<file path="config.mk">
export PLATFORM = sky130hd
export DESIGN_NAME = adaptive_gravity_compensation
export DESIGN_NICKNAME = d
export VERILOG_FILES = /design/src/rtl/core/agc_pkg.sv /design/src/rtl/core/adaptive_gravity_compensation.sv /design/src/rtl/core/agc_mul.sv /design/src/rtl/core/agc_sine_rom.sv
export VERILOG_INCLUDE_DIRS = /design/src /design/src/rtl/core
export SDC_FILE = /design/constraint.sdc
export NUM_CORES = 2
export LEC_CHECK = 0
export BUFFER_PORTS_ARGS = -buffer_cell sky130_fd_sc_hd__buf_2
export CAP_MARGIN = 25
export CORE_AREA = 2 2 480 482
export DETAILED_ROUTE_END_ITERATION = 8
export DIE_AREA = 0 0 482 484
export GPL_TIMING_DRIVEN = 0
export PLACE_DENSITY = 0.45
export SLEW_MARGIN = 30
export SYNTH_ARGS = -nofsm -noshare
export SYNTH_HDL_FRONTEND = slang
export SYNTH_HIERARCHICAL = 1
export SYNTH_SLANG_ARGS = --single-unit
</file>
<file path="constraint.sdc">
create_clock -name clk_i -period 9.5 [get_ports clk_i]
set_input_delay 1.9 -clock clk_i [delete_from_list [all_inputs] [get_ports clk_i]]
set_output_delay 1.9 -clock clk_i [all_outputs]
set_load 0.1 [all_outputs]
</file>
<file path="src/rtl/core/adaptive_gravity_compensation_assert.svh">
// Assertion macros for the adaptive gravity compensation block.
`ifndef ADAPTIVE_GRAVITY_COMPENSATION_ASSERT_SVH
`define ADAPTIVE_GRAVITY_COMPENSATION_ASSERT_SVH
`ifndef SYNTHESIS
`define AGC_ASSERT_IMP(lbl, clk, rst_n, ante, cons) \
  lbl: assert property (@(posedge clk) disable iff (!rst_n) (ante) |-> (cons)) \
    else $error("adaptive_gravity_compensation: assertion failed");
`define AGC_ASSERT_NXT(lbl, clk, rst_n, ante, cons) \
  lbl: assert property (@(posedge clk) disable iff (!rst_n) (ante) |=> (cons)) \
    else $error("adaptive_gravity_compensation: assertion failed");
`else
`define AGC_ASSERT_IMP(lbl, clk, rst_n, ante, cons)
`define AGC_ASSERT_NXT(lbl, clk, rst_n, ante, cons)
`endif
`endif

</file>
<file path="src/rtl/core/agc_pkg.sv">
`default_nettype none

package agc_pkg;

  localparam int unsigned SINE_TABLE_DEPTH_DEF = 256;

  localparam int CFG_IDX_W  = 2;
  localparam int CFG_DATA_W = 16;

  localparam int OP_A_W  = 37;
  localparam int OP_B_W  = 18;
  localparam int PROD_W  = OP_A_W + OP_B_W;
  localparam int SLIDE_W = 35;
  localparam int SAT_W   = 40;

  localparam int RAD_TO_TURN = 166886;
  localparam longint unsigned PI_Q30 = 64'd3373259426;
  localparam int ONE_Q14 = 16384;

  localparam logic [15:0] LAMBDA_RESET    = 16'd2048;
  localparam logic [15:0] GAIN_HIP_RESET  = 16'd19661;
  localparam logic [15:0] GAIN_KNEE_RESET = 16'd5243;
  localparam logic signed [31:0] EST_RESET = 32'sd6553600;

  typedef enum logic [CFG_IDX_W-1:0] {
    CFG_LAMBDA0,
    CFG_LAMBDA1,
    CFG_GAIN_HIP,
    CFG_GAIN_KNEE
  } cfg_idx_e;

  typedef struct packed {
    logic signed [15:0] angle0;
    logic signed [15:0] angle1;
    logic signed [15:0] rate0;
    logic signed [15:0] rate1;
    logic signed [15:0] target_angle0;
    logic signed [15:0] target_angle1;
    logic signed [15:0] target_rate0;
    logic signed [15:0] target_rate1;
  } in_item_t;

  typedef struct packed {
    logic signed [31:0] torque0;
    logic signed [31:0] torque1;
    logic signed [31:0] estimate_hip;
    logic signed [31:0] estimate_knee;
  } out_item_t;

  function automatic logic signed [31:0] sat32(input logic signed [SAT_W-1:0] v);
    logic signed [31:0] r;
    if (v > 40'sd2147483647) begin
      r = 32'sh7fffffff;
    end else if (v < -40'sd2147483648) begin
      r = 32'sh80000000;
    end else begin
      r = 32'(v);
    end
    return r;
  endfunction

endpackage

`default_nettype wire

</file>
<file path="src/rtl/core/adaptive_gravity_compensation.sv">
// Adaptive gravity compensation for a two-link leg.
// Input channel (in_valid_i / in_stall_o / in_data_i): one item holds measured and
// desired angles (Q3.12) and rates (Q5.10) of both joints. It is taken at an edge
// with in_valid_i high and in_stall_o low.
// Output channel (out_valid_o / out_stall_i / out_data_o): one result per item with
// both torque commands and the two updated gravity estimates, all Q15.16.
// Config port: cfg_we_i writes cfg_data_i to register cfg_idx_i (lambda0, lambda1,
// hip gain, knee gain); write only while no item is in flight.
// All arithmetic runs through one 37x18 signed multiplier, registered, plus a
// quarter-wave sine ROM with registered read. An item needs twelve multiplies, each
// with an issue and a use step, and two ROM waits. A new item is taken only once the
// result of the last one has been written to the output register.
// The next item is taken while a result still waits; it completes only once the
// output register is free, so a stalled receiver holds the block at its last step.
// Reset restores the estimates to 100.0 and the registers to their defaults; the
// sine table is constant and needs no fill.
`default_nettype none
`include "adaptive_gravity_compensation_assert.svh"

module adaptive_gravity_compensation #(
  parameter int unsigned SINE_TABLE_DEPTH = agc_pkg::SINE_TABLE_DEPTH_DEF
) (
  input  logic                                clk_i,
  input  logic                                rst_ni,
  input  logic                                in_valid_i,
  output logic                                in_stall_o,
  input  agc_pkg::in_item_t                   in_data_i,
  output logic                                out_valid_o,
  input  logic                                out_stall_i,
  output agc_pkg::out_item_t                  out_data_o,
  input  logic                                cfg_we_i,
  input  logic [agc_pkg::CFG_IDX_W-1:0]       cfg_idx_i,
  input  logic [agc_pkg::CFG_DATA_W-1:0]      cfg_data_i
);

  localparam int A_W   = agc_pkg::OP_A_W;
  localparam int B_W   = agc_pkg::OP_B_W;
  localparam int P_W   = agc_pkg::PROD_W;
  localparam int S_W   = agc_pkg::SLIDE_W;
  localparam int SS_W  = S_W + 1;
  localparam int SAT_W = agc_pkg::SAT_W;
  localparam int D_W   = P_W - 20;
  localparam int ACC_W = 48;
  localparam int TOT_W = ACC_W + 2;
  localparam int IDX_W = $clog2(SINE_TABLE_DEPTH);
  localparam int POS_W = IDX_W + 1;
  localparam int SUM_W = IDX_W + 31;
  localparam logic [SUM_W-1:0] HALF_POS = SUM_W'(1) << 29;
  localparam logic [POS_W-1:0] DEPTH_P  = POS_W'(SINE_TABLE_DEPTH);

  typedef enum logic [2:0] {
    ST_IDLE,
    ST_ISSUE,
    ST_USE,
    ST_ROM,
    ST_OUT
  } state_e;

  typedef enum logic [3:0] {
    OP_S0,
    OP_S1,
    OP_PH0,
    OP_POS0,
    OP_PH1,
    OP_POS1,
    OP_PHIP,
    OP_EHIP,
    OP_PKNEE,
    OP_EKNEE,
    OP_T0,
    OP_T1
  } op_e;

  state_e                   state_q;
  op_e                      op_q;
  agc_pkg::in_item_t        item_q;
  logic [15:0]              lambda0_q, lambda1_q, gain_hip_q, gain_knee_q;
  logic signed [31:0]       est_hip_q, est_knee_q;
  logic signed [S_W-1:0]    s0_q, s1_q;
  logic [1:0]               quad_q;
  logic [29:0]              frac_q;
  logic                     full_q;
  logic signed [15:0]       sin0_q, sin1_q;
  logic signed [A_W-1:0]    p_q;
  logic signed [ACC_W-1:0]  acc_q;
  logic signed [31:0]       tau0_q, tau1_q;
  agc_pkg::out_item_t       out_q;
  logic                     out_valid_q;

  logic signed [A_W-1:0]    op_a;
  logic signed [B_W-1:0]    op_b;
  logic signed [P_W-1:0]    prod;
  logic signed [16:0]       adiff0, adiff1, rdiff0, rdiff1, ang_sum, rdiff_sel;
  logic signed [SS_W-1:0]   s_sum;
  logic signed [S_W-1:0]    s_new;
  logic [SUM_W-1:0]         pos_sum;
  logic [POS_W-1:0]         pos, pos_k;
  logic [IDX_W-1:0]         rom_addr;
  logic [15:0]              rom_data, mag;
  logic signed [15:0]       sin_new;
  logic signed [A_W-1:0]    p_new;
  logic signed [D_W-1:0]    d_new;
  logic signed [31:0]       est_sel, est_new;
  logic signed [SAT_W-1:0]  est_sum;
  logic signed [ACC_W-1:0]  tk;
  logic signed [TOT_W-1:0]  tot, n0, nk;
  logic signed [31:0]       tau0_new, tau1_new;

  assign adiff0  = 17'(item_q.angle0) - 17'(item_q.target_angle0);
  assign adiff1  = 17'(item_q.angle1) - 17'(item_q.target_angle1);
  assign rdiff0  = 17'(item_q.rate0) - 17'(item_q.target_rate0);
  assign rdiff1  = 17'(item_q.rate1) - 17'(item_q.target_rate1);
  assign ang_sum = 17'(item_q.angle0) + 17'(item_q.angle1);
  assign s_sum   = SS_W'(s0_q) + SS_W'(s1_q);

  always_comb begin
    op_a = '0;
    op_b = '0;
    unique case (op_q)
      OP_S0: begin
        op_a = A_W'(adiff0);
        op_b = {2'b00, lambda0_q};
      end
      OP_S1: begin
        op_a = A_W'(adiff1);
        op_b = {2'b00, lambda1_q};
      end
      OP_PH0: begin
        op_a = A_W'(agc_pkg::RAD_TO_TURN);
        op_b = B_W'(item_q.angle0);
      end
      OP_PH1: begin
        op_a = A_W'(agc_pkg::RAD_TO_TURN);
        op_b = B_W'(ang_sum);
      end
      OP_POS0, OP_POS1: begin
        op_a = {(A_W - 30)'(0), frac_q};
        op_b = B_W'(SINE_TABLE_DEPTH);
      end
      OP_PHIP: begin
        op_a = A_W'(s0_q);
        op_b = B_W'(sin0_q);
      end
      OP_EHIP: begin
        op_a = p_q;
        op_b = {2'b00, gain_hip_q};
      end
      OP_PKNEE: begin
        op_a = A_W'(s_sum);
        op_b = B_W'(sin1_q);
      end
      OP_EKNEE: begin
        op_a = p_q;
        op_b = {2'b00, gain_knee_q};
      end
      OP_T0: begin
        op_a = A_W'(est_hip_q);
        op_b = B_W'(sin0_q);
      end
      OP_T1: begin
        op_a = A_W'(est_knee_q);
        op_b = B_W'(sin1_q);
      end
      default: begin
        op_a = '0;
        op_b = '0;
      end
    endcase
  end

  agc_mul u_mul (
    .clk_i  (clk_i),
    .en_i   (state_q == ST_ISSUE),
    .a_i    (op_a),
    .b_i    (op_b),
    .prod_o (prod)
  );

  // sliding variable, Q.20
  assign rdiff_sel = (op_q == OP_S0) ? rdiff0 : rdiff1;
  assign s_new     = $signed(prod[S_W-1:0]) + (S_W'(rdiff_sel) <<< 10);

  // table position, rounded, mirrored in odd quadrants
  assign pos_sum  = prod[SUM_W-1:0] + HALF_POS;
  assign pos      = pos_sum[SUM_W-1:30];
  assign pos_k    = quad_q[0] ? (DEPTH_P - pos) : pos;
  assign rom_addr = pos_k[IDX_W-1:0];

  agc_sine_rom #(
    .SINE_TABLE_DEPTH (SINE_TABLE_DEPTH)
  ) u_rom (
    .clk_i  (clk_i),
    .addr_i (rom_addr),
    .data_o (rom_data)
  );

  assign mag     = full_q ? 16'(agc_pkg::ONE_Q14) : rom_data;
  assign sin_new = quad_q[1] ? -$signed(mag) : $signed(mag);

  assign p_new    = $signed(prod[A_W+13:14]);
  assign d_new    = $signed(prod[P_W-1:20]);
  assign est_sel  = (op_q == OP_EHIP) ? est_hip_q : est_knee_q;
  assign est_sum  = SAT_W'(est_sel) + SAT_W'(d_new);
  assign est_new  = agc_pkg::sat32(est_sum);

  assign tk       = $signed(prod[ACC_W-1:0]);
  assign tot      = TOT_W'(acc_q) + TOT_W'(tk);
  assign n0       = -tot;
  assign nk       = -TOT_W'(tk);
  assign tau0_new = agc_pkg::sat32(SAT_W'(n0 >>> 14));
  assign tau1_new = agc_pkg::sat32(SAT_W'(nk >>> 14));

  always_ff @(posedge clk_i or negedge rst_ni) begin
    if (!rst_ni) begin
      state_q     <= ST_IDLE;
      op_q        <= OP_S0;
      item_q      <= '0;
      lambda0_q   <= agc_pkg::LAMBDA_RESET;
      lambda1_q   <= agc_pkg::LAMBDA_RESET;
      gain_hip_q  <= agc_pkg::GAIN_HIP_RESET;
      gain_knee_q <= agc_pkg::GAIN_KNEE_RESET;
      est_hip_q   <= agc_pkg::EST_RESET;
      est_knee_q  <= agc_pkg::EST_RESET;
      s0_q        <= '0;
      s1_q        <= '0;
      quad_q      <= '0;
      frac_q      <= '0;
      full_q      <= 1'b0;
      sin0_q      <= '0;
      sin1_q      <= '0;
      p_q         <= '0;
      acc_q       <= '0;
      tau0_q      <= '0;
      tau1_q      <= '0;
      out_q       <= '0;
      out_valid_q <= 1'b0;
    end else begin
      if (cfg_we_i) begin
        unique case (agc_pkg::cfg_idx_e'(cfg_idx_i))
          agc_pkg::CFG_LAMBDA0:   lambda0_q   <= cfg_data_i;
          agc_pkg::CFG_LAMBDA1:   lambda1_q   <= cfg_data_i;
          agc_pkg::CFG_GAIN_HIP:  gain_hip_q  <= cfg_data_i;
          agc_pkg::CFG_GAIN_KNEE: gain_knee_q <= cfg_data_i;
          default: ;
        endcase
      end

      if (out_valid_q && !out_stall_i && (state_q != ST_OUT)) begin
        out_valid_q <= 1'b0;
      end

      unique case (state_q)
        ST_IDLE: begin
          if (in_valid_i) begin
            item_q  <= in_data_i;
            op_q    <= OP_S0;
            state_q <= ST_ISSUE;
          end
        end
        ST_ISSUE: begin
          state_q <= ST_USE;
        end
        ST_USE: begin
          unique case (op_q)
            OP_S0:  s0_q <= s_new;
            OP_S1:  s1_q <= s_new;
            OP_PH0, OP_PH1: begin
              quad_q <= prod[31:30];
              frac_q <= prod[29:0];
            end
            OP_POS0, OP_POS1: full_q <= (pos_k >= DEPTH_P);
            OP_PHIP, OP_PKNEE: p_q <= p_new;
            OP_EHIP:  est_hip_q  <= est_new;
            OP_EKNEE: est_knee_q <= est_new;
            OP_T0:    acc_q <= tk;
            OP_T1: begin
              tau0_q <= tau0_new;
              tau1_q <= tau1_new;
            end
            default: ;
          endcase
          priority if (op_q == OP_POS0 || op_q == OP_POS1) begin
            state_q <= ST_ROM;
          end else if (op_q == OP_T1) begin
            state_q <= ST_OUT;
          end else begin
            state_q <= ST_ISSUE;
            op_q    <= op_e'(op_q + 4'd1);
          end
        end
        ST_ROM: begin
          if (op_q == OP_POS0) begin
            sin0_q <= sin_new;
          end else begin
            sin1_q <= sin_new;
          end
          op_q    <= op_e'(op_q + 4'd1);
          state_q <= ST_ISSUE;
        end
        ST_OUT: begin
          if (!out_valid_q || !out_stall_i) begin
            out_q.torque0       <= tau0_q;
            out_q.torque1       <= tau1_q;
            out_q.estimate_hip  <= est_hip_q;
            out_q.estimate_knee <= est_knee_q;
            out_valid_q         <= 1'b1;
            state_q             <= ST_IDLE;
          end
        end
        default: begin
          state_q <= ST_IDLE;
        end
      endcase
    end
  end

  assign in_stall_o  = (state_q != ST_IDLE);
  assign out_valid_o = out_valid_q;
  assign out_data_o  = out_q;

  `AGC_ASSERT_NXT(a_busy_after_accept, clk_i, rst_ni, in_valid_i && !in_stall_o, in_stall_o)
  `AGC_ASSERT_NXT(a_est_hold_idle, clk_i, rst_ni, state_q == ST_IDLE, $stable(est_hip_q) && $stable(est_knee_q))
  `AGC_ASSERT_IMP(a_sine_bound, clk_i, rst_ni, $rose(out_valid_o), sin0_q <= 16'sd16384 && sin0_q >= -16'sd16384 && sin1_q <= 16'sd16384 && sin1_q >= -16'sd16384)

endmodule

`default_nettype wire

</file>
<file path="src/rtl/core/agc_mul.sv">
`default_nettype none

module agc_mul (
  input  logic                                 clk_i,
  input  logic                                 en_i,
  input  logic signed [agc_pkg::OP_A_W-1:0]    a_i,
  input  logic signed [agc_pkg::OP_B_W-1:0]    b_i,
  output logic signed [agc_pkg::PROD_W-1:0]    prod_o
);

  logic signed [agc_pkg::PROD_W-1:0] prod_q;
  logic signed [agc_pkg::PROD_W-1:0] prod_d;

  assign prod_d = a_i * b_i;

  always_ff @(posedge clk_i) begin
    if (en_i) begin
      prod_q <= prod_d;
    end
  end

  assign prod_o = prod_q;

endmodule

`default_nettype wire

</file>
<file path="src/rtl/core/agc_sine_rom.sv">
`default_nettype none

module agc_sine_rom #(
  parameter int unsigned SINE_TABLE_DEPTH = agc_pkg::SINE_TABLE_DEPTH_DEF
) (
  input  logic                                clk_i,
  input  logic [$clog2(SINE_TABLE_DEPTH)-1:0] addr_i,
  output logic [15:0]                         data_o
);

  localparam int IDX_W = $clog2(SINE_TABLE_DEPTH);
  localparam logic [IDX_W:0] DEPTH_W = (IDX_W + 1)'(SINE_TABLE_DEPTH);

  // two Taylor terms folded into one Q2.30 power step
  function automatic longint unsigned sq_step(input longint unsigned term,
                                              input longint unsigned x);
    longint unsigned t;
    t = (term * x) >> 30;
    t = (t * x) >> 30;
    return t;
  endfunction

  function automatic logic [15:0] sine_entry(input longint unsigned i);
    longint unsigned x;
    longint unsigned term;
    longint          sum;
    x    = i * agc_pkg::PI_Q30 / (2 * SINE_TABLE_DEPTH);
    sum  = longint'(x);
    term = sq_step(x, x) / 6;
    sum  = sum - longint'(term);
    term = sq_step(term, x) / 20;
    sum  = sum + longint'(term);
    term = sq_step(term, x) / 42;
    sum  = sum - longint'(term);
    term = sq_step(term, x) / 72;
    sum  = sum + longint'(term);
    term = sq_step(term, x) / 110;
    sum  = sum - longint'(term);
    term = sq_step(term, x) / 156;
    sum  = sum + longint'(term);
    term = sq_step(term, x) / 210;
    sum  = sum - longint'(term);
    term = sq_step(term, x) / 272;
    sum  = sum + longint'(term);
    if (sum < 0) begin
      sum = 0;
    end
    sum = (sum + 32768) >>> 16;
    if (sum > agc_pkg::ONE_Q14) begin
      sum = agc_pkg::ONE_Q14;
    end
    return 16'(sum);
  endfunction

  logic [15:0] rom [SINE_TABLE_DEPTH];
  logic [15:0] data_q;

  for (genvar g = 0; g < SINE_TABLE_DEPTH; g++) begin : g_rom
    localparam logic [15:0] ENTRY = sine_entry(longint'(g));
    assign rom[g] = ENTRY;
  end

  always_ff @(posedge clk_i) begin
    if ({1'b0, addr_i} < DEPTH_W) begin
      data_q <= rom[addr_i];
    end else begin
      data_q <= '0;
    end
  end

  assign data_o = data_q;

endmodule

`default_nettype wire

</file>
# Word-level counts from Yosys, hierarchy flattened
# Memory sizes are Yosys's and may differ from the RTL's. A register that Yosys moved wholly into a read port is not among the register bits.
# Cells that the tools add are included.
[word_totals]
reg_bits = 731
romBits = 4096
output_inout_bits = 130
memories = 1
[mem_list]
columns = ["memory", "words", "width", "rd", "rd_clocked_by_memory_dff", "wr", "line_no", "rtl"]
rows = [
  ["(name not given)", 256, 16, 1, 1, 0, "agc_sine_rom.sv:65", "data_q <= rom[addr_i];"],
]
[op_classes]
add_sub_neg = 15
multipliers = 1
order_cmp = 7
n_eq_ne = 23
n_mux = 25
n_bitwise = 2
reduce_logical = 36
[op_table]
columns = ["operator", "count"]
rows = [
  ["one-hot mux 37 bit (9 select lines)", 1],
  ["2-to-1 mux 32 bit", 7],
  ["one-hot mux 18 bit (9 select lines)", 1],
  ["> comparator 36 x 32 -> 1 bit (second input constant)", 3],
  ["less-than comparator 36 x 32 -> 1 bit (second input constant)", 3],
  ["subtractor 16 x 16 -> 17 bit", 4],
  ["multiplier 37 x 18 -> 55 bit", 1],
  ["negation 48 -> 50 bit", 1],
  ["negation 49 -> 50 bit", 1],
  ["adder 48 x 48 -> 49 bit", 1],
  ["adder 39 x 30 -> 39 bit (second input constant)", 1],
  ["adder 32 x 35 -> 36 bit", 1],
  ["adder 35 x 35 -> 36 bit", 1],
  ["AND reduction 2 bit", 18],
  ["adder 35 x 27 -> 35 bit", 1],
  ["2-to-1 mux 16 bit", 2],
  ["adder 16 x 16 -> 17 bit", 1],
  ["2-to-1 mux 17 bit", 1],
  ["== test 4 x 3 -> 1 bit (second input constant)", 4],
  ["== test 4 bit (second input constant)", 4],
  ["negation 16 bit", 1],
  ["one-hot mux 3 bit (5 select lines)", 1],
  ["2-to-1 mux 3 bit", 4],
  ["2-to-1 mux 4 bit", 3],
  ["26 further kinds", 43],
]

# Depth between registers and ports, before layout
[depth]
word_depth = 6
mapped_depth = 40

# By module
# The synthesis kept the hierarchy.
[by_module_without_submodules]
columns = ["mod", "instances", "cells_per_inst", "area_per_inst_um2"]
rows = [
  ["adaptive_gravity_compensation", 1, 4203, 39766.9],
  ["agc_mul", 1, 2678, 24327.1],
  ["agc_sine_rom", 1, 626, 4053.9],
]

# Worst setup path before layout
# OpenSTA, ideal clock, no wires.
[synth_path]
path_kind = "register to register"
start = "reg s0_q[0]"
end = "reg u_mul.prod_q (netlist bit u_mul/prod_o[47]), data pin"
arrival_ps = 9047
required_ps = 9237
slack_ps = 190
path_stages_with_launch = 39
n_path_buf = 2
synth_period_minus_slack_ps = 9310
path_cell_list = "dfrtp_1 ha_1 fa_1 a21o_1 a21oi_1 o21bai_1 a2111o_1 a31o_2 a21oi_1 o21ai_0 a41o_1 a21o_1 a31oi_1 xnor2_1 o2111ai_1 clkbuf_1 clkbuf_1 nand2_1 [3 not listed] inv_1 fa_1 inv_1 fa_1 fa_1 inv_1 fa_1 inv_1 ha_1 a21o_1 a21oi_2 o211ai_2 a2111oi_4 nand3b_4 a31oi_4 nor2_2 o31ai_2 xnor2_1"
[synth_between]
elab_chain_len = 3
[synth_lines]
columns = ["element", "line_no", "rtl"]
rows = [
  ["start, declared", "adaptive_gravity_compensation.sv:79", "logic signed [S_W-1:0] s0_q, s1_q;"],
  ["start signal, assigned", "adaptive_gravity_compensation.sv:265", "OP_S0: s0_q <= s_new;"],
  ["adder 35 x 35 -> 36 bit", "adaptive_gravity_compensation.sv:114", "assign s_sum = SS_W'(s0_q) + SS_W'(s1_q);"],
  ["one-hot mux 37 bit (9 select lines)", "adaptive_gravity_compensation.sv:119", "unique case (op_q)"],
  ["named net op_a[24]", "adaptive_gravity_compensation.sv:90", "logic signed [A_W-1:0] op_a;"],
  ["multiplier 37 x 18 -> 55 bit", "agc_mul.sv:14", "assign prod_d = a_i * b_i;"],
  ["named net u_mul.prod_d, one bit", "agc_mul.sv:12", "logic signed [agc_pkg::PROD_W-1:0] prod_d;"],
  ["end signal, assigned", "agc_mul.sv:18", "prod_q <= prod_d;"],
  ["end, declared", "agc_mul.sv:11", "logic signed [agc_pkg::PROD_W-1:0] prod_q;"],
]
# The timed path passes the listed nets, and every way through them passes these cells.
# A chain may end at the register's enable or synchronous reset.

# Worst setup path after layout
[layout_path]
start = "reg op_q[0]"
end = "reg u_mul.prod_q (netlist bit u_mul/prod_o[52]), data pin"
[layout_between]
elab_chain_len = 4
word_cells_on_any_way = 20
[layout_lines]
columns = ["element", "line_no", "rtl"]
rows = [
  ["start, declared", "adaptive_gravity_compensation.sv:75", "op_e op_q;"],
  ["start signal, assigned", "adaptive_gravity_compensation.sv:288", "op_q <= op_e'(op_q + 4'd1);"],
  ["start signal, assigned", "adaptive_gravity_compensation.sv:297", "op_q <= op_e'(op_q + 4'd1);"],
  ["== test 4 x 3 -> 1 bit, or another cell as far along", "adaptive_gravity_compensation.sv:119", ""],
  ["OR reduction 2 bit, on equally long branches", "--", ""],
  ["one-hot mux 37 bit (9 select lines) *", "adaptive_gravity_compensation.sv:119", ""],
  ["named net op_a[8]", "adaptive_gravity_compensation.sv:90", ""],
  ["multiplier 37 x 18 -> 55 bit *", "agc_mul.sv:14", ""],
  ["named net u_mul.prod_d, one bit", "agc_mul.sv:12", ""],
]
# The timed path passes the listed nets; every way through them passes the cells marked *.

==> metrics.txt <==
status=complete, but fails checks; violated checks=setup timing; hold-fix buffer count after cts=0; post-synthesis simple-gate area fraction=14.5%; number of global-route vias before repair=59.3k; Hold WC Path Type=reg2reg; Cell Area, Synth=roughly 70,000 um^2; vias post-DR=57.8k; # rows=176; hold path cells=2; worst-path maximum fanout=10; clk root buf=clkbuf_16; Reg clk slew, reported paths=0.06 ns; RSZ-0062 raised after global routing=yes; count leader, synth=nand2_1; main combinational cell family by area after synthesis=adder cells; worst reg2reg path depth=30; fin cells=about 11k; CTS H-Tree Depth=3; core area=between 200,000 and 250,000 um^2; final wirelength=291,000 um; Final min period=9.60 ns; Final Max Tran Viols=0; Filler Cell Count=23.9k; layout cell share with drive strength beyond 1=17.1%; GRT Overall Usage=24.6%; Crit Path Class=reg2reg; Die Y=484 um; hold slack=about 0.47 ns; Worst slew margin=27.6%; io pins=281; Seq cells post-synth=746; Post-synth ARST share=90.6%; CTS buffer count=83; worst slew pin tran=1.09 ns; syn_nets=8,724; worst skew pair latency=0.73 ns; Synth-to-Final Area Change=16.2%; Clock Path Buffers=3; Post-Place Cells=10.8k; WL per Instance=between 20 and 30 um; Die Wd=approximately 480 um; TritonRoute pass-1 iters=8; TritonCTS clock tree=built; CP startpoint kind=flop; Final Skew=0.0354 ns; Seq/Total Area, Yosys=approximately 28%; DP HPWL=233,000 um; top-area cell type share of the netlist area=around a quarter; Avg Cell Area, Syn=9.08 um^2; initial antenna violation count=13; Post-synth top flop=dfrtp_1; CP endpoint kind=flop; post-synthesis compound-gate area fraction=14.6%; Synth Instances=7,507; Yosys top cell by area=dfrtp_1; DIE AREA=roughly 230,000 um^2; synth cell count leaders=nand2_1, inv_1, dfrtp_1; grt ovf=0; synth unique cells=120; largest net degree at the start of global routing=86; multiplexer share of the synthesized area=5.35%; post-route ant nets=0; most frequent CP cell=fa_1; max incr delay on CP=approximately 0.6 ns; gp weighted congestion=0.962; xor/xnor cell area share of the yosys netlist=3.38%; Syn. warnings=6; synth top area cells=dfrtp_1, fa_1, ha_1; Starting DRT DRC Count=4,654; Initial Util=29.8%; Final Setup Violations=5; fmax=104 MHz; Sinks on Clock Net=746; Post-synth EDFFs=55; worst path required time=around 10 ns; Final Hold Vio Count=0; DRC viols=0; Final #Nets=between 9k and 10k; Vias/cell=5.23; final worst slack=-0.100 ns; fin crit share=101%; Slowest-stage cell, CP=fa_1; max cap viols=0; Buffers on Ports=280; Adder-Cell Fraction of Synth Area=between 20% and 30%; final core utilization=34.7%; first-pass GRT wire length=420,000 um; WP data arrival=10.08 ns
[critical path, delay by kind of cell, from the launching register on]
kind / cells / cell delay [ns]
fa+ha+maj: 8 / 3.61
buf+inv: 7 / 1.80
simple gates: 3 / 0.59
compound gates: 12 / 2.93
flops: 1 / 0.41
[cell type report]
cell class	instances	area, um^2	area share [%]
clock buffer	115	2390	3.02
timing repair buffer	379	2440	3.08
inverter	951	3580	4.52
antenna	2	5.00	0.00632
tap	3026	3790	4.78
sequential	746	18900	23.9
buffer	399	2270	2.87
multi-input combinational	5397	45200	57.1
clock inverter	40	592	0.747
[path summary, 6_finish.rpt]
| check | to | slack (ns) | startpoint |
|---|---|---|---|
| min in group asynchronous | out_data_o[123] | 1.05 | rst_ni |
| max in group asynchronous | gain_knee_q[6] | 6.44 | rst_ni |
| min reg2reg | tau0_q[31] | 0.47 | tau0_q[31] |
| max reg2reg | u_mul/prod_o[52] | -0.10 | op_q[0] |
| max | u_mul/prod_o[52] | -0.10 | op_q[0] |
| min | tau0_q[31] | 0.47 | tau0_q[31] |
[cell usage in the layout (no fill, tap or decap), types with 34 or more instances in the layout]
cell type and count:
a21oi_2 54, a31oi_1 37, a22oi_1 50, clkbuf_1 188
buf_4 87, a21o_1 101, and2_1 206, clkbuf_4 35
xor2_1 76, clkbuf_16 88, edfxtp_1 55, nand2_1 1186
nand4_1 52, xnor2_1 179, nand3_1 78, nor2_1 323
a222oi_1 38, o21ai_1 34, inv_1 930, nor3_1 61
fa_1 620, dfrtp_1 649, ha_1 400, nand2b_1 67
o211ai_1 46, o21ai_0 466, clkbuf_2 79, mux2_2 310
buf_2 318, clkbuf_8 36, nor2b_1 48, a211oi_1 37
a21oi_1 335
[repair_timing]
action / 4_1_cts / 5_1_grt
pin swaps: 56 / 91
resized for setup: 361 / 195
endpoints found under the setup margin: 41 / 33
buffers inserted: 34 / 41
[stage by stage]
stage	worst slack, ns	setup TNS (ns)	cell area, um^2
after global placement	-8.42	-5490.75	73300
after global routing	-0.310	-3.50	79200
after floorplan	0.190	0	68100
after detailed placement	-2.15	-57.23	73900
after CTS	-0.00391	-0.00391	78200
final	-0.100	-0.235	79200
[sequential cells by signal, indices dropped and copies added, names as in the netlist, 2 cells and up]
| name | flops |
|---|---|
| lambda1_q | 16 |
| sin0_q | 16 |
| op_q | 4 |
| est_hip_q | 32 |
| tau1_q | 32 |
| u_mul/prod_o | 55 |
| state_q | 3 |
| s0_q | 35 |
| out_data_o | 128 |
| sin1_q | 16 |
| quad_q | 2 |
| u_rom/data_o | 15 |
| frac_q | 30 |
| gain_hip_q | 16 |
| acc_q | 48 |
| tau0_q | 32 |
| item_q | 128 |
| p_q | 37 |
| gain_knee_q | 16 |
| est_knee_q | 32 |
| s1_q | 35 |
| lambda0_q | 16 |
[kinds of logic (layout without fill, tap and decap cells)]
family / after synthesis / after routing
xor gates and xnor gates: 263 / 263
adders and majority gates: 1067 / 1067
other: 1 / 3
muxes: 322 / 322
and+or+nand+nor: 2188 / 2188
DFF: 746 / 746
AOI/OAI and AO/OA: 1556 / 1556
buffers and inverters: 1364 / 1884
[routing by layer]
metal / up-vias / routed length [um] / global-route usage (%)
met5: - / 32 / 0
met4: 4 / 16700 / 12.0
met3: 564 / 16100 / 3.02
met2: 2050 / 134000 / 39.7
met1: 29300 / 124000 / 32.4
li1: 25800 / - / -
Power is not shown: default switching activity piles up to over one toggle a cycle in this logic, so the estimate is an artifact.
